**src/rtl/core/assert_macros.svh**
```systemverilog
// Assertion macros shared by the stack calculator RTL.
// Each macro expects signals named clk and rst in the including module.
`ifndef ASSERT_MACROS_SVH
`define ASSERT_MACROS_SVH

// Condition holds at every rising clock edge outside reset
`define RSC_ASSERT(lbl, expr, msg) \
  lbl: assert property (@(posedge clk) disable iff (rst) (expr)) else $error(msg);

// Antecedent implies consequent in the same cycle
`define RSC_ASSERT_IMP(lbl, ante, cons, msg) \
  lbl: assert property (@(posedge clk) disable iff (rst) (ante) |-> (cons)) else $error(msg);

// Antecedent implies consequent in the next cycle
`define RSC_ASSERT_NXT(lbl, ante, cons, msg) \
  lbl: assert property (@(posedge clk) disable iff (rst) (ante) |=> (cons)) else $error(msg);

`endif

```
**src/rtl/core/rsc_pkg.sv**
```systemverilog
// Shared constants, codes and control/status structs of the RPN stack calculator.
// No dependencies.
`timescale 1ns / 1ps
`default_nettype none

package rsc_pkg;

  localparam int STACK_DEPTH = 32;
  localparam int PTR_W       = $clog2(STACK_DEPTH);
  localparam int CNT_W       = $clog2(STACK_DEPTH + 1);
  localparam int DATA_W      = 32;
  localparam int FUNC_W      = 5;
  localparam int KIND_W      = 3;

  localparam logic [CNT_W-1:0] CNT_MAX = CNT_W'(STACK_DEPTH);

  // Operation codes
  localparam logic [FUNC_W-1:0] F_PUSH     = 5'd0;
  localparam logic [FUNC_W-1:0] F_PRINT    = 5'd1;
  localparam logic [FUNC_W-1:0] F_PRINTPOP = 5'd2;
  localparam logic [FUNC_W-1:0] F_DUMP     = 5'd3;
  localparam logic [FUNC_W-1:0] F_CLEAR    = 5'd4;
  localparam logic [FUNC_W-1:0] F_SWAP     = 5'd5;
  localparam logic [FUNC_W-1:0] F_DUP      = 5'd6;
  localparam logic [FUNC_W-1:0] F_DEPTH    = 5'd7;
  localparam logic [FUNC_W-1:0] F_ROT      = 5'd8;
  localparam logic [FUNC_W-1:0] F_NIP      = 5'd9;
  localparam logic [FUNC_W-1:0] F_NEG      = 5'd10;
  localparam logic [FUNC_W-1:0] F_TUCK     = 5'd11;
  localparam logic [FUNC_W-1:0] F_OVER     = 5'd12;
  localparam logic [FUNC_W-1:0] F_DROP     = 5'd13;
  localparam logic [FUNC_W-1:0] F_ADD      = 5'd14;
  localparam logic [FUNC_W-1:0] F_SUB      = 5'd15;
  localparam logic [FUNC_W-1:0] F_MUL      = 5'd16;
  localparam logic [FUNC_W-1:0] F_DIV      = 5'd17;
  localparam logic [FUNC_W-1:0] F_POW      = 5'd18;
  localparam logic [FUNC_W-1:0] F_QUIT     = 5'd19;
  localparam logic [FUNC_W-1:0] F_NOP      = 5'd20;
  localparam logic [FUNC_W-1:0] F_UNKNOWN  = 5'd21;

  // Result kinds
  localparam logic [KIND_W-1:0] K_VALUE = 3'd0;
  localparam logic [KIND_W-1:0] K_DEPTH = 3'd1;
  localparam logic [KIND_W-1:0] K_UNDER = 3'd2;
  localparam logic [KIND_W-1:0] K_OVER  = 3'd3;
  localparam logic [KIND_W-1:0] K_DIVZ  = 3'd4;
  localparam logic [KIND_W-1:0] K_NIMP  = 3'd5;

  // Read address select
  localparam logic [1:0] RA_B    = 2'd0;  // count-1
  localparam logic [1:0] RA_A    = 2'd1;  // count-2
  localparam logic [1:0] RA_X    = 2'd2;  // count-3
  localparam logic [1:0] RA_WALK = 2'd3;  // dump index

  // Write address select
  localparam logic [1:0] WA_C = 2'd0;     // count
  localparam logic [1:0] WA_B = 2'd1;     // count-1
  localparam logic [1:0] WA_A = 2'd2;     // count-2
  localparam logic [1:0] WA_X = 2'd3;     // count-3

  // Write data select
  localparam logic [2:0] WD_PV    = 3'd0;
  localparam logic [2:0] WD_A     = 3'd1;
  localparam logic [2:0] WD_B     = 3'd2;
  localparam logic [2:0] WD_X     = 3'd3;
  localparam logic [2:0] WD_DEPTH = 3'd4;
  localparam logic [2:0] WD_RES   = 3'd5;
  localparam logic [2:0] WD_NEG   = 3'd6;

  // Entry count update
  localparam logic [1:0] CNT_HOLD = 2'd0;
  localparam logic [1:0] CNT_INC  = 2'd1;
  localparam logic [1:0] CNT_DEC  = 2'd2;
  localparam logic [1:0] CNT_CLR  = 2'd3;

  // Result value source
  localparam logic [1:0] OS_ZERO  = 2'd0;
  localparam logic [1:0] OS_B     = 2'd1;
  localparam logic [1:0] OS_DEPTH = 2'd2;
  localparam logic [1:0] OS_RD    = 2'd3;

  // Arithmetic unit operations
  localparam logic [2:0] ALU_ADD = 3'd0;
  localparam logic [2:0] ALU_SUB = 3'd1;
  localparam logic [2:0] ALU_MUL = 3'd2;
  localparam logic [2:0] ALU_DIV = 3'd3;
  localparam logic [2:0] ALU_POW = 3'd4;

  // Controller to datapath commands
  typedef struct packed {
    logic              take_in;
    logic [1:0]        rd_sel;
    logic              cap_b;
    logic              cap_a;
    logic              cap_x;
    logic              wr_en;
    logic [1:0]        wr_sel;
    logic [2:0]        wd_sel;
    logic [1:0]        cnt_op;
    logic              walk_init;
    logic              walk_dec;
    logic              out_load;
    logic [KIND_W-1:0] out_kind;
    logic [1:0]        out_src;
    logic              out_last;
    logic              alu_start;
    logic [2:0]        alu_op;
  } dp_ctl_t;

  // Datapath to controller status
  typedef struct packed {
    logic [CNT_W-1:0] cnt;
    logic             walk_zero;
    logic             out_free;
    logic             alu_done;
    logic             alu_divz;
  } dp_sts_t;

endpackage

`default_nettype wire

```
**src/rtl/core/rsc_ctrl.sv**
```systemverilog
// Controller: decodes each operation, checks errors and sequences the datapath.
// Depends on rsc_pkg and assert_macros.svh.
`timescale 1ns / 1ps
`default_nettype none
`include "assert_macros.svh"

module rsc_ctrl (
  input  wire logic                       clk,
  input  wire logic                       rst,
  input  wire logic                       cmd_valid,
  output      logic                       cmd_stall,
  input  wire logic [rsc_pkg::FUNC_W-1:0] func,
  output      rsc_pkg::dp_ctl_t           ctl,
  input  wire rsc_pkg::dp_sts_t           sts
);

  localparam logic [3:0] S_IDLE = 4'd0;
  localparam logic [3:0] S_DEC  = 4'd1;
  localparam logic [3:0] S_ERR  = 4'd2;
  localparam logic [3:0] S_RD0  = 4'd3;
  localparam logic [3:0] S_RD1  = 4'd4;
  localparam logic [3:0] S_RD2  = 4'd5;
  localparam logic [3:0] S_RD3  = 4'd6;
  localparam logic [3:0] S_EXEC = 4'd7;
  localparam logic [3:0] S_WR1  = 4'd8;
  localparam logic [3:0] S_WR2  = 4'd9;
  localparam logic [3:0] S_ALU  = 4'd10;
  localparam logic [3:0] S_DHD  = 4'd11;
  localparam logic [3:0] S_DRD  = 4'd12;
  localparam logic [3:0] S_DOUT = 4'd13;

  logic [3:0]                 state;
  logic [3:0]                 state_next;
  logic [rsc_pkg::FUNC_W-1:0] func_r;
  logic [rsc_pkg::KIND_W-1:0] kind_r;
  logic [rsc_pkg::KIND_W-1:0] kind_next;
  logic                       halted;
  logic                       halted_next;
  logic [1:0]                 need;
  logic                       grow;

  // Entries each operation needs, and whether it grows the stack
  always_comb begin
    case (func_r)
      rsc_pkg::F_PRINT, rsc_pkg::F_PRINTPOP, rsc_pkg::F_DUP, rsc_pkg::F_NEG,
      rsc_pkg::F_DROP: need = 2'd1;
      rsc_pkg::F_SWAP, rsc_pkg::F_NIP, rsc_pkg::F_TUCK, rsc_pkg::F_OVER,
      rsc_pkg::F_ADD, rsc_pkg::F_SUB, rsc_pkg::F_MUL, rsc_pkg::F_DIV,
      rsc_pkg::F_POW: need = 2'd2;
      rsc_pkg::F_ROT: need = 2'd3;
      default: need = 2'd0;
    endcase
    grow = (func_r == rsc_pkg::F_PUSH) || (func_r == rsc_pkg::F_DUP) ||
           (func_r == rsc_pkg::F_DEPTH) || (func_r == rsc_pkg::F_TUCK) ||
           (func_r == rsc_pkg::F_OVER);
  end

  // Next state and datapath commands
  always_comb begin
    state_next  = state;
    kind_next   = kind_r;
    halted_next = halted;
    ctl         = '0;
    case (state)
      S_IDLE: begin
        if (cmd_valid) begin
          ctl.take_in = 1'b1;
          if (!halted) state_next = S_DEC;
        end
      end
      S_DEC: begin
        if (func_r >= rsc_pkg::F_UNKNOWN) begin
          kind_next  = rsc_pkg::K_NIMP;
          state_next = S_ERR;
        end else if (sts.cnt < rsc_pkg::CNT_W'(need)) begin
          kind_next  = rsc_pkg::K_UNDER;
          state_next = S_ERR;
        end else if (grow && (sts.cnt >= rsc_pkg::CNT_MAX)) begin
          kind_next  = rsc_pkg::K_OVER;
          state_next = S_ERR;
        end else begin
          case (func_r)
            rsc_pkg::F_PUSH: begin
              ctl.wr_en  = 1'b1;
              ctl.wr_sel = rsc_pkg::WA_C;
              ctl.wd_sel = rsc_pkg::WD_PV;
              ctl.cnt_op = rsc_pkg::CNT_INC;
              state_next = S_IDLE;
            end
            rsc_pkg::F_DEPTH: begin
              ctl.wr_en  = 1'b1;
              ctl.wr_sel = rsc_pkg::WA_C;
              ctl.wd_sel = rsc_pkg::WD_DEPTH;
              ctl.cnt_op = rsc_pkg::CNT_INC;
              state_next = S_IDLE;
            end
            rsc_pkg::F_CLEAR: begin
              ctl.cnt_op = rsc_pkg::CNT_CLR;
              state_next = S_IDLE;
            end
            rsc_pkg::F_DROP: begin
              ctl.cnt_op = rsc_pkg::CNT_DEC;
              state_next = S_IDLE;
            end
            rsc_pkg::F_QUIT: begin
              halted_next = 1'b1;
              state_next  = S_IDLE;
            end
            rsc_pkg::F_NOP:  state_next = S_IDLE;
            rsc_pkg::F_DUMP: state_next = S_DHD;
            default:         state_next = S_RD0;
          endcase
        end
      end
      S_ERR: begin
        if (sts.out_free) begin
          ctl.out_load = 1'b1;
          ctl.out_kind = kind_r;
          ctl.out_src  = rsc_pkg::OS_ZERO;
          ctl.out_last = 1'b1;
          state_next   = S_IDLE;
        end
      end
      // fetch top three entries, one read a cycle
      S_RD0: begin
        ctl.rd_sel = rsc_pkg::RA_B;
        state_next = S_RD1;
      end
      S_RD1: begin
        ctl.cap_b  = 1'b1;
        ctl.rd_sel = rsc_pkg::RA_A;
        state_next = S_RD2;
      end
      S_RD2: begin
        ctl.cap_a  = 1'b1;
        ctl.rd_sel = rsc_pkg::RA_X;
        state_next = S_RD3;
      end
      S_RD3: begin
        ctl.cap_x  = 1'b1;
        state_next = S_EXEC;
      end
      S_EXEC: begin
        state_next = S_IDLE;
        case (func_r)
          rsc_pkg::F_PRINT, rsc_pkg::F_PRINTPOP: begin
            if (sts.out_free) begin
              ctl.out_load = 1'b1;
              ctl.out_kind = rsc_pkg::K_VALUE;
              ctl.out_src  = rsc_pkg::OS_B;
              ctl.out_last = 1'b1;
              if (func_r == rsc_pkg::F_PRINTPOP) ctl.cnt_op = rsc_pkg::CNT_DEC;
            end else begin
              state_next = S_EXEC;
            end
          end
          rsc_pkg::F_SWAP: begin
            ctl.wr_en  = 1'b1;
            ctl.wr_sel = rsc_pkg::WA_B;
            ctl.wd_sel = rsc_pkg::WD_A;
            state_next = S_WR1;
          end
          rsc_pkg::F_DUP: begin
            ctl.wr_en  = 1'b1;
            ctl.wr_sel = rsc_pkg::WA_C;
            ctl.wd_sel = rsc_pkg::WD_B;
            ctl.cnt_op = rsc_pkg::CNT_INC;
          end
          rsc_pkg::F_ROT: begin
            ctl.wr_en  = 1'b1;
            ctl.wr_sel = rsc_pkg::WA_X;
            ctl.wd_sel = rsc_pkg::WD_A;
            state_next = S_WR1;
          end
          rsc_pkg::F_NIP: begin
            ctl.wr_en  = 1'b1;
            ctl.wr_sel = rsc_pkg::WA_A;
            ctl.wd_sel = rsc_pkg::WD_B;
            ctl.cnt_op = rsc_pkg::CNT_DEC;
          end
          rsc_pkg::F_NEG: begin
            ctl.wr_en  = 1'b1;
            ctl.wr_sel = rsc_pkg::WA_B;
            ctl.wd_sel = rsc_pkg::WD_NEG;
          end
          rsc_pkg::F_TUCK: begin
            ctl.wr_en  = 1'b1;
            ctl.wr_sel = rsc_pkg::WA_A;
            ctl.wd_sel = rsc_pkg::WD_B;
            state_next = S_WR1;
          end
          rsc_pkg::F_OVER: begin
            ctl.wr_en  = 1'b1;
            ctl.wr_sel = rsc_pkg::WA_C;
            ctl.wd_sel = rsc_pkg::WD_A;
            ctl.cnt_op = rsc_pkg::CNT_INC;
          end
          rsc_pkg::F_ADD: begin
            ctl.alu_start = 1'b1;
            ctl.alu_op    = rsc_pkg::ALU_ADD;
            state_next    = S_ALU;
          end
          rsc_pkg::F_SUB: begin
            ctl.alu_start = 1'b1;
            ctl.alu_op    = rsc_pkg::ALU_SUB;
            state_next    = S_ALU;
          end
          rsc_pkg::F_MUL: begin
            ctl.alu_start = 1'b1;
            ctl.alu_op    = rsc_pkg::ALU_MUL;
            state_next    = S_ALU;
          end
          rsc_pkg::F_DIV: begin
            ctl.alu_start = 1'b1;
            ctl.alu_op    = rsc_pkg::ALU_DIV;
            state_next    = S_ALU;
          end
          rsc_pkg::F_POW: begin
            ctl.alu_start = 1'b1;
            ctl.alu_op    = rsc_pkg::ALU_POW;
            state_next    = S_ALU;
          end
          default: state_next = S_IDLE;
        endcase
      end
      // second write of swap, rotate and tuck
      S_WR1: begin
        ctl.wr_en  = 1'b1;
        state_next = S_IDLE;
        case (func_r)
          rsc_pkg::F_SWAP: begin
            ctl.wr_sel = rsc_pkg::WA_A;
            ctl.wd_sel = rsc_pkg::WD_B;
          end
          rsc_pkg::F_ROT: begin
            ctl.wr_sel = rsc_pkg::WA_A;
            ctl.wd_sel = rsc_pkg::WD_B;
            state_next = S_WR2;
          end
          rsc_pkg::F_TUCK: begin
            ctl.wr_sel = rsc_pkg::WA_B;
            ctl.wd_sel = rsc_pkg::WD_A;
            state_next = S_WR2;
          end
          default: ctl.wr_en = 1'b0;
        endcase
      end
      // third write of rotate and tuck
      S_WR2: begin
        ctl.wr_en  = 1'b1;
        state_next = S_IDLE;
        case (func_r)
          rsc_pkg::F_ROT: begin
            ctl.wr_sel = rsc_pkg::WA_B;
            ctl.wd_sel = rsc_pkg::WD_X;
          end
          rsc_pkg::F_TUCK: begin
            ctl.wr_sel = rsc_pkg::WA_C;
            ctl.wd_sel = rsc_pkg::WD_B;
            ctl.cnt_op = rsc_pkg::CNT_INC;
          end
          default: ctl.wr_en = 1'b0;
        endcase
      end
      S_ALU: begin
        if (sts.alu_done) begin
          if (sts.alu_divz) begin
            kind_next  = rsc_pkg::K_DIVZ;
            state_next = S_ERR;
          end else begin
            ctl.wr_en  = 1'b1;
            ctl.wr_sel = rsc_pkg::WA_A;
            ctl.wd_sel = rsc_pkg::WD_RES;
            ctl.cnt_op = rsc_pkg::CNT_DEC;
            state_next = S_IDLE;
          end
        end
      end
      // dump: depth word, then entries top down
      S_DHD: begin
        if (sts.out_free) begin
          ctl.out_load  = 1'b1;
          ctl.out_kind  = rsc_pkg::K_DEPTH;
          ctl.out_src   = rsc_pkg::OS_DEPTH;
          ctl.out_last  = (sts.cnt == '0);
          ctl.walk_init = 1'b1;
          state_next    = (sts.cnt == '0) ? S_IDLE : S_DRD;
        end
      end
      S_DRD: begin
        ctl.rd_sel = rsc_pkg::RA_WALK;
        state_next = S_DOUT;
      end
      S_DOUT: begin
        ctl.rd_sel = rsc_pkg::RA_WALK;
        if (sts.out_free) begin
          ctl.out_load = 1'b1;
          ctl.out_kind = rsc_pkg::K_VALUE;
          ctl.out_src  = rsc_pkg::OS_RD;
          ctl.out_last = sts.walk_zero;
          if (sts.walk_zero) begin
            state_next = S_IDLE;
          end else begin
            ctl.walk_dec = 1'b1;
            state_next   = S_DRD;
          end
        end
      end
      default: state_next = S_IDLE;
    endcase
  end

  assign cmd_stall = (state != S_IDLE);

  // State registers
  always_ff @(posedge clk) begin
    if (rst) begin
      state  <= S_IDLE;
      halted <= 1'b0;
      kind_r <= rsc_pkg::K_VALUE;
    end else begin
      state  <= state_next;
      halted <= halted_next;
      kind_r <= kind_next;
    end
  end

  always_ff @(posedge clk) begin
    if ((state == S_IDLE) && cmd_valid) func_r <= func;
  end

  `RSC_ASSERT_NXT(a_halt_sticky, halted, halted, "halt flag cleared outside reset")

endmodule

`default_nettype wire

```
**config.mk**
```make
export PLATFORM = sky130hd
export DESIGN_NAME = rsc_ctrl
export DESIGN_NICKNAME = d
export VERILOG_FILES = /design/src/rtl/core/rsc_pkg.sv /design/src/rtl/core/rsc_ctrl.sv
export VERILOG_INCLUDE_DIRS = /design/src /design/src/rtl/core
export SDC_FILE = /design/constraint.sdc
export NUM_CORES = 1
export LEC_CHECK = 0
export BUFFER_PORTS_ARGS = -buffer_cell sky130_fd_sc_hd__buf_2
export CORE_ASPECT_RATIO = 1.75
export CORE_MARGIN = 4
export CORE_UTILIZATION = 25
export CTS_BUF_LIST = sky130_fd_sc_hd__clkbuf_16
export CTS_CLUSTER_DIAMETER = 150
export DETAILED_ROUTE_END_ITERATION = 10
export PLACE_DENSITY = 0.42
export SKIP_CTS_REPAIR_TIMING = 1
export SLEW_MARGIN = 5
export SYNTH_ARGS = -nofsm -noshare
export SYNTH_HDL_FRONTEND = slang
export SYNTH_SLANG_ARGS = --single-unit
export TNS_END_PERCENT = 100
```
**constraint.sdc**
```tcl
create_clock -name clk -period 2.6 [get_ports clk]
set_input_delay 0.52 -clock clk [delete_from_list [all_inputs] [get_ports clk]]
set_output_delay 0.52 -clock clk [all_outputs]
set_load 0.01 [all_outputs]
```
==> results of run 1 <==
worst max-delay path, delay by kind of cell (launching register included):
family	cells	cell delay, ns
AO/OA/AOI/OAI	3	0.85
buffers and inverters	1	0.16
flip-flops	1	0.46
AND/OR/NAND/NOR	2	0.27
cells in the final DEF (no fill, tap or decap), types with 3 or more instances in the layout:
| cell | count |
|---|---|
| a211o_1 | 4 |
| a211oi_1 | 4 |
| a21oi_1 | 14 |
| a31oi_1 | 3 |
| and3_1 | 5 |
| buf_2 | 45 |
| buf_4 | 29 |
| clkbuf_16 | 3 |
| dfxtp_1 | 8 |
| edfxtp_1 | 5 |
| ha_1 | 6 |
| inv_1 | 11 |
| mux2_2 | 4 |
| mux2i_1 | 6 |
| nand2_1 | 16 |
| nand2b_1 | 10 |
| nand3_1 | 8 |
| nor2_1 | 28 |
| nor2b_1 | 8 |
| nor3_1 | 11 |
| o211ai_1 | 3 |
| o21ai_0 | 12 |
| o31ai_1 | 4 |
| o32a_1 | 4 |
| or3_1 | 4 |
| xnor2_1 | 3 |
power by group through the flow:
stage	clock (µW)	combinational (µW)	sequential [µW]
3_3_place_gp	0	552	330
5_1_grt	326	627	329
3_5_place_dp	0	552	330
2_1_floorplan	0	390	303
4_1_cts	307	554	325
6_report	304	569	324
stage by stage:
stage	std cells	setup WS, ns	hold slack, ns
6_report	407	0.0861	0.456
5_1_grt	407	-0.000382	0.475
4_1_cts	402	-0.0109	0.457
3_5_place_dp	398	0.0530	0.449
3_3_place_gp	398	0.0551	0.447
2_1_floorplan	257	0.320	0.429
synthesized netlist by cell type, types with 2 or more instances:
master and number:
nor3b_1 2, o21ai_0 12, xnor2_1 3, buf_4 2
a211oi_1 4, o32ai_1 2, nor2_1 28, a2bb2oi_1 2
a211o_1 4, o22ai_1 2, and3_1 5, a31oi_1 3
clkbuf_1 5, nor4b_1 2, ha_1 6, o32a_1 4
nand2b_1 10, o31ai_1 4, nor3_1 11, a21oi_1 14
nor4_1 2, inv_1 11, a2111oi_0 2, dfxtp_1 10
mux2i_1 6, a21o_1 2, nand3b_1 2, edfxtp_1 5
or3_1 4, nand3_1 8, nand2_1 17, o21a_1 2
buf_2 8, o221ai_1 2, mux2_2 4, and2_1 2
nand4_1 2, buf_6 2, o2111ai_1 2, o211ai_1 3
nor2b_1 8
routing by layer:
layer | routed length [µm] | GRT usage, % | up-vias
li1 | - | - | 1095
met3 | 233 | 1.93 | 19
met2 | 4180 | 29.9 | 50
met4 | 293 | 5.66 | 0
met5 | 0 | 0 | -
met1 | 2530 | 16.1 | 1079
layout make-up:
type,instances,area [µm²]
Clock buffer,3,75.1
Clock inverter,1,5.00
Fill cell,876,5030
Inverter,12,45.0
Multi-Input combinational cell,211,1450
Sequential cell,15,353
Tap cell,88,110
Timing Repair Buffer,77,494
kinds of logic (layout without fill, tap and decap cells):
kind of cell / count (synthesis) / after routing
AOI/OAI and AO/OA: 75 / 75
adders and majority gates: 6 / 6
muxes: 10 / 10
and+or+nand+nor: 116 / 116
DFF: 15 / 15
xor gates and xnor gates: 4 / 4
buffers and inverters: 31 / 93
how the worst max path moves through the flow:
stage | slack, ns | depth (start not counted) | endpoint
after floorplan | 0.32 | 5 | ctl[14]
after global placement | 0.06 | 8 | ctl[14]
after detailed placement | 0.05 | 7 | ctl[17]
after CTS | -0.01 | 6 | ctl[20]
after global routing | -0.0004 | 7 | ctl[14]
final | 0.09 | 6 | ctl[20]
flip-flops by register name, summed over array words and instances (netlist names):
signal  cells
func_r      5
halted      1
kind_r      3
need        2
state       4
==> flow_summary.ini, run 1 <==
[outcome]
outcome = finished, final reports clean

[power]
power_frac_clock_pct = 25.4
netSwitchingPower_uw = 458
total_power_uw = 1200
pwr-share-seq_pct = 27.1
swShare_pct = 38.2
p_comb_share_pct = 47.5
vdd_drop_max_mv = 0.279
power_density_nw_per_um2 = 472
cell_internal_pwr_uw = 739
leakage_uw = 0.00112

[setup_path]
arrival_ns = 1.99
ff2ff_path_depth = 7
r2r_slack_ns = 0.46
worstReg2RegEnd = need[1]
setup.worst_path.start = func_r[1]
start_kind = flip-flop
endpoint_kind = primary output
cp_slowest_stage_delay_ns = 0.46
path_cells = nor3_1 -> a211o_1 -> a311oi_2 -> nand2_2 -> o211ai_1 -> buf_2
rr_startpoint = state[3]
cp_max_fo = 7
worst_path_max_delay_cell = edfxtp_1
required_ns = 2.08
critPathKind = flip-flop to primary output

[min_path]
holdPathStages = 2
hp-start = kind_r[2]
whs_endpoint = kind_r[2]
holdCritPathClass = flip-flop to flip-flop

[global_route]
grt_overflow = 0
grt_max_degree = 17
grt_pass1_wl_um = 11500
grt_usage_pct = 15.6
grt_pass1_vias = 2276
grt_antenna_before_repair = 0

[timing]
min_period_ns = 2.51
drv_slew = 0
fin_crit_sh_pct = 96.7
setup_viol = 0
clock-skew-final_ns = 0.00124
maxSlewHeadroom_pct = 68.3
hold_viol_final = 0
tightestPinTransition_ns = 0.471
setup-tns-final_ns = 0
timing.fmax_mhz = 398

[routing]
avgRoutedWirePerCell_um = 17.8
dr.pass1.iters = 4
drcViolationCount = 0
antenna_left = 0
drt-initial-drc-count = 162
vias = 2243
via_per_inst = 5.51
routed_wl_um = 7240

[logic_synthesis]
mappedNetlistArea_um2 = 1950
synth_nets = 281
muxShareOfSynthArea_pct = 5.38
synth_xor_area_share_pct = 1.79
synth-edff-count = 5
yosysUniqueCellTypes = 69
synth_compound_area_share_pct = 28.4
synth_top_family_by_area = simple AND/OR/NAND/NOR gates
yosys_warnings = 0
yosys.area_share.simple_pct = 34.8
yosysTopAreaCellShare_pct = 10.2
synthTopCellsByArea = dfxtp_1, edfxtp_1, nor2_1
synthFlopType = dfxtp_1
async_reset_ff_share_pct = 0
synthAdderAreaFrac_pct = 3.84
ys_ff_latch = 15
yosysSeqAreaShare_pct = 17.9
syn_area_per_cell_um2 = 7.60
postSynthCellCount = 257
synth_top_cell_by_area = dfxtp_1

[floorplanning]
core_um2 = 7570
die_h_um = 125
design.die.area_um2 = 9350
io_pins = 46
die_w_um = 74.8
fp-row-count = 42
start_util_pct = 25.8

[cts]
clock_latency_ns = 0.25
cts_max_level = 1
ctsLongestPathBuffers = 2
cts_tree = yes
cts.sinks = 15
cts_inserted_buffers = 3
clock-root-buffer = clkbuf_16
clk_pin_slew_worst_paths_ns = 0.05

[cells_and_area]
drive_above_1_share_pct = 31.3
final_area_um2 = 2530
fin_nets = 344
synthToLayoutAreaGrowth_pct = 29.6
final_core_util_pct = 33.5
diodes = 0

[flow_run]
maxCapViolations = 0

[placement]
postPlaceCellArea_um2 = 2410
hpwl_um = 6080
place.port_buffers = 45
gp_congestion = 0.840
Power figures use the tool's default switching activity.
==> run 2: changes to the inputs <==
--- a/config.mk
+++ b/config.mk
@@ -7,13 +7,14 @@
 export NUM_CORES = 1
 export LEC_CHECK = 0
 export BUFFER_PORTS_ARGS = -buffer_cell sky130_fd_sc_hd__buf_2
-export CORE_ASPECT_RATIO = 1.75
+export CORE_ASPECT_RATIO = 0.7
 export CORE_MARGIN = 4
 export CORE_UTILIZATION = 25
 export CTS_BUF_LIST = sky130_fd_sc_hd__clkbuf_16
 export CTS_CLUSTER_DIAMETER = 150
 export DETAILED_ROUTE_END_ITERATION = 10
 export PLACE_DENSITY = 0.42
+export REMOVE_ABC_BUFFERS = 1
 export SKIP_CTS_REPAIR_TIMING = 1
 export SLEW_MARGIN = 5
 export SYNTH_ARGS = -nofsm -noshare
==> flow_summary.ini, run 2 (synthesized netlist as in run 1, its figures left out) <==
[cts]
ctsLongestPathBuffers = 2
clk_pin_slew_worst_paths_ns = 0.05
cts_tree = yes
cts_inserted_buffers = 3
cts_max_level = 1
clock_latency_ns = 0.25
clock-root-buffer = clkbuf_16
cts.sinks = 15

[setup_path]
endpoint_kind = primary output
required_ns = 2.08
r2r_slack_ns = 0.35
cp_slowest_stage_delay_ns = 0.48
arrival_ns = 2.01
path_buf_inv = 1
critPathKind = flip-flop to primary output
cp_max_fo = 7
worst_path_max_delay_cell = edfxtp_1
start_kind = flip-flop
path_cells = nand2b_1 -> o221ai_1 -> a311oi_4 -> nand2_2 -> o211ai_1 -> buf_2
cp_top_family = compound AO/OA/AOI/OAI gates

[routing]
drcViolationCount = 0
vias = 2212
drt-initial-drc-count = 124
routed_wl_um = 7140
antenna_left = 0
via_per_inst = 5.24
dr.pass1.iters = 4
avgRoutedWirePerCell_um = 16.9

[cells_and_area]
diodes = 0
final_cells = 422
regMostFlops = func_r
synthToLayoutAreaGrowth_pct = 32.7
final_common_cell = buf_2
largest_register_ffs = 5
drive_above_1_share_pct = 34.0
mostFrequentLayoutCells = buf_2, buf_4, nor2_1
biggestRegsByFlops = func_r: 5 flops, state: 4 flops, kind_r: 3 flops
fin_nets = 349

[placement]
post-place-ws_ns = -0.0332
placed_cells_incl_taps = 409
place.port_buffers = 45
hpwl_um = 5680
gp_congestion = 0.786

[power]
vdd_drop_max_mv = 0.202
power_density_nw_per_um2 = 468
leakage_uw = 0.00114

[global_route]
grt_overflow = 0
grt_usage_pct = 15.4
grt_max_degree = 15
grt_pass1_vias = 2061
grt_pass1_wl_um = 11200
grt_antenna_before_repair = 0

[floorplanning]
start_util_pct = 26.2
core_um2 = 7450
fp-row-count = 26
design.die.area_um2 = 9320
io_pins = 46
die_h_um = 82.0
die_w_um = 114

[timing]
maxSlewHeadroom_pct = 60.0
setup_ws_ns = 0.0652
timing.fmax_mhz = 395
tightestPinTransition_ns = 0.594
setup_viol = 0
hold_viol_final = 0
clock-skew-final_ns = 0.00285
drv_slew = 0
min_period_ns = 2.53
fin_crit_sh_pct = 97.5

[flow_run]
maxCapViolations = 0

[outcome]
outcome = finished, final reports clean

[min_path]
holdCritPathClass = flip-flop to flip-flop
-- run 2: final timing paths --
check,from,endpoint,depth (start not counted)
setup / recovery,func_r[2],ctl[20],6
hold / removal,kind_r[2],kind_r[2],2
setup reg to reg,state[0],need[1],8
hold reg to reg,kind_r[2],kind_r[2],2
-- run 2: power breakdown --
| group | total [µW] | internal [µW] | leakage [µW] | switching [µW] |
|---|---|---|---|---|
| combinational | 593 | 261 | 0.000970 | 332 |
| clock | 305 | 204 | 0.0000423 | 100 |
| sequential | 315 | 281 | 0.000131 | 34.2 |
| total | 1210 | 747 | 0.00114 | 467 |
-- run 2: area by class of cell --
type / instances / area, µm²
Tap cell: 98 / 123
Timing Repair Buffer: 82 / 507
Clock inverter: 1 / 3.75
Fill cell: 786 / 4860
Sequential cell: 15 / 354
Inverter: 12 / 45.0
Clock buffer: 3 / 75.1
Multi-Input combinational cell: 211 / 1490
-- run 2: per-layer routing --
layer | part of all wire, % | track usage (%) | vias up
li1 | - | - | 1104
met1 | 52 | 24.8 | 1028
met2 | 39 | 20.9 | 75
met3 | 7.7 | 1.99 | 5
met4 | 0.84 | 3.24 | 0
met5 | 0 | 0 | -
-- run 2: through the flow --
step	instance area [µm²]	hold WS [ns]	util (%)	setup TNS (ns)	total power [µW]
4_1_cts	2480	0.456	33.3	-0.211	1180
6_report	2590	0.454	34.8	0	1210
3_3_place_gp	2400	0.447	32.2	0	872
5_1_grt	2590	0.479	34.8	-0.0239	1290
2_1_floorplan	1840	0.421	-	0	665
3_5_place_dp	2400	0.448	32.2	-0.0332	868
-- run 2: worst register-to-register path, cell delays in order, from the launching register on --
cell	delay [ns]
dfxtp_1	0.32
buf_4	0.20
nor4_2	0.41
nand3_1	0.15
o21ai_0	0.26
inv_1	0.14
ha_1	0.23
nor4b_1	0.34
a211o_1	0.15
==> run 3: changes to the inputs <==
--- a/config.mk
+++ b/config.mk
@@ -8,12 +8,12 @@
 export LEC_CHECK = 0
 export BUFFER_PORTS_ARGS = -buffer_cell sky130_fd_sc_hd__buf_2
 export CORE_ASPECT_RATIO = 0.7
-export CORE_MARGIN = 4
+export CORE_MARGIN = 2
 export CORE_UTILIZATION = 25
 export CTS_BUF_LIST = sky130_fd_sc_hd__clkbuf_16
 export CTS_CLUSTER_DIAMETER = 150
 export DETAILED_ROUTE_END_ITERATION = 10
-export PLACE_DENSITY = 0.42
+export PLACE_DENSITY_LB_ADDON = 0.15
 export REMOVE_ABC_BUFFERS = 1
 export SKIP_CTS_REPAIR_TIMING = 1
 export SLEW_MARGIN = 5
==> flow_summary.ini, run 3 (synthesized netlist as in run 1, its figures left out) <==
[timing]
setup-tns-final_ns = 0
clock-skew-final_ns = 0.00158
min_period_ns = 2.54
tightestPinTransition_ns = 0.599
fin_crit_sh_pct = 97.8
timing.fmax_mhz = 393
hold_viol_final = 0
drv_slew = 0
maxSlewHeadroom_pct = 59.0
rsz0062_at_grt = yes
setup_viol = 0

[cts]
clk_pin_slew_worst_paths_ns = 0.05
cts_tree = yes
clock_latency_ns = 0.24
cts_inserted_buffers = 3
cts_max_level = 1
ctsLongestPathBuffers = 2
clock-root-buffer = clkbuf_16
cts.sinks = 15

[global_route]
grt_pass1_vias = 2120
grt_pass1_wl_um = 11200
grt_antenna_before_repair = 0
grt_overflow = 0
grt_max_degree = 16
grt_usage_pct = 16.7

[routing]
via_per_inst = 5.22
avgRoutedWirePerCell_um = 16.6
dr.pass1.iters = 4
drt-initial-drc-count = 152
vias = 2239
drcViolationCount = 0
routed_wl_um = 7120
antenna_left = 0

[power]
power_density_nw_per_um2 = 464
vdd_drop_max_mv = 0.201
leakage_uw = 0.00119

[setup_path]
required_ns = 2.08
endpoint_kind = primary output
path_buf_inv = 3
path_cells = buf_4 -> buf_4 -> o31a_1 -> or4_1 -> nand3_2 -> buf_2
critPathKind = flip-flop to primary output
cpMostUsedCell = buf_4
cp_max_fo = 8
cp_slowest_stage_delay_ns = 0.52
cp_top_family = flip-flops
start_kind = flip-flop
worst_path_max_delay_cell = edfxtp_1
arrival_ns = 2.02

[floorplanning]
fp-row-count = 26
die_h_um = 78.0
design.die.area_um2 = 8550
die_w_um = 110
start_util_pct = 26.2
io_pins = 46
core_um2 = 7450

[cells_and_area]
largest_register_ffs = 5
biggestRegsByFlops = func_r: 5 flops, state: 4 flops, kind_r: 3 flops
diodes = 0
mostFrequentLayoutCells = buf_2, buf_4, nor2_1
drive_above_1_share_pct = 36.3
fillCellCount = 802
synthToLayoutAreaGrowth_pct = 36.1
regMostFlops = func_r
final_core_util_pct = 35.7
fin_nets = 356
final_common_cell = buf_2

[placement]
gp_congestion = 0.855
place.port_buffers = 45
hpwl_um = 5650

[flow_run]
maxCapViolations = 0

[outcome]
outcome = finished, final reports clean

[min_path]
holdCritPathClass = flip-flop to flip-flop
[run 3: cell count changes in the layout (fill, tap and decap cells not counted), moves of 2 or more]
cell	previous run	this run
buf_4	36	39
buf_6	1	4
nand3_1	8	6
nand3_2	0	2
[run 3: power by group]
part	internal [µW]	switching [µW]
registers	282	50.5
clock network	204	93.9
logic	280	324
[run 3: area by class of cell]
cell class	count	area, µm²	area share, %
Tap cell	98	123	4.61
Inverter	12	45.0	1.69
Sequential cell	15	354	13.3
Clock inverter	1	3.75	0.141
Multi-Input combinational cell	211	1490	56.1
Timing Repair Buffer	89	568	21.4
Clock buffer	3	75.1	2.82
[run 3: routing by layer]
layer / share of wire (%) / vias to the layer above / track usage [%]
li1: - / 1114 / -
met5: 0 / - / 0
met3: 6.7 / 4 / 2.52
met2: 39 / 73 / 23.0
met1: 53 / 1048 / 27.0
met4: 0.83 / 0 / 2.41
[run 3: through the flow]
stage / worst slack [ns] / hold slack, ns / instances / power, µW / area, µm²
finish: 0.0580 / 0.465 / 429 / 1240 / 2660
global route: -0.0516 / 0.461 / 429 / 1330 / 2660
CTS: -0.0278 / 0.467 / 414 / 1180 / 2490
detailed placement: 0.0167 / 0.455 / 410 / 876 / 2410
global placement: 0.0596 / 0.453 / 410 / 879 / 2410
floorplan: 0.0845 / 0.421 / 238 / 665 / 1840
[run 3: worst paths after layout]
kind              from   endpoint  slack (ns)  depth (start not counted)
min reg2reg  kind_r[2]  kind_r[2]        0.47                          2
max reg2reg   state[2]    need[1]        0.29                          9
min          kind_r[2]  kind_r[2]        0.47                          2
max          func_r[3]    ctl[14]        0.06                          6
[run 3: worst min-delay path, delay by kind of cell (launching register included)]
family / cells / cell delay [ns]
buffers and inverters: 1 / 0.05
AO/OA/AOI/OAI: 1 / 0.05
flip-flops: 1 / 0.31
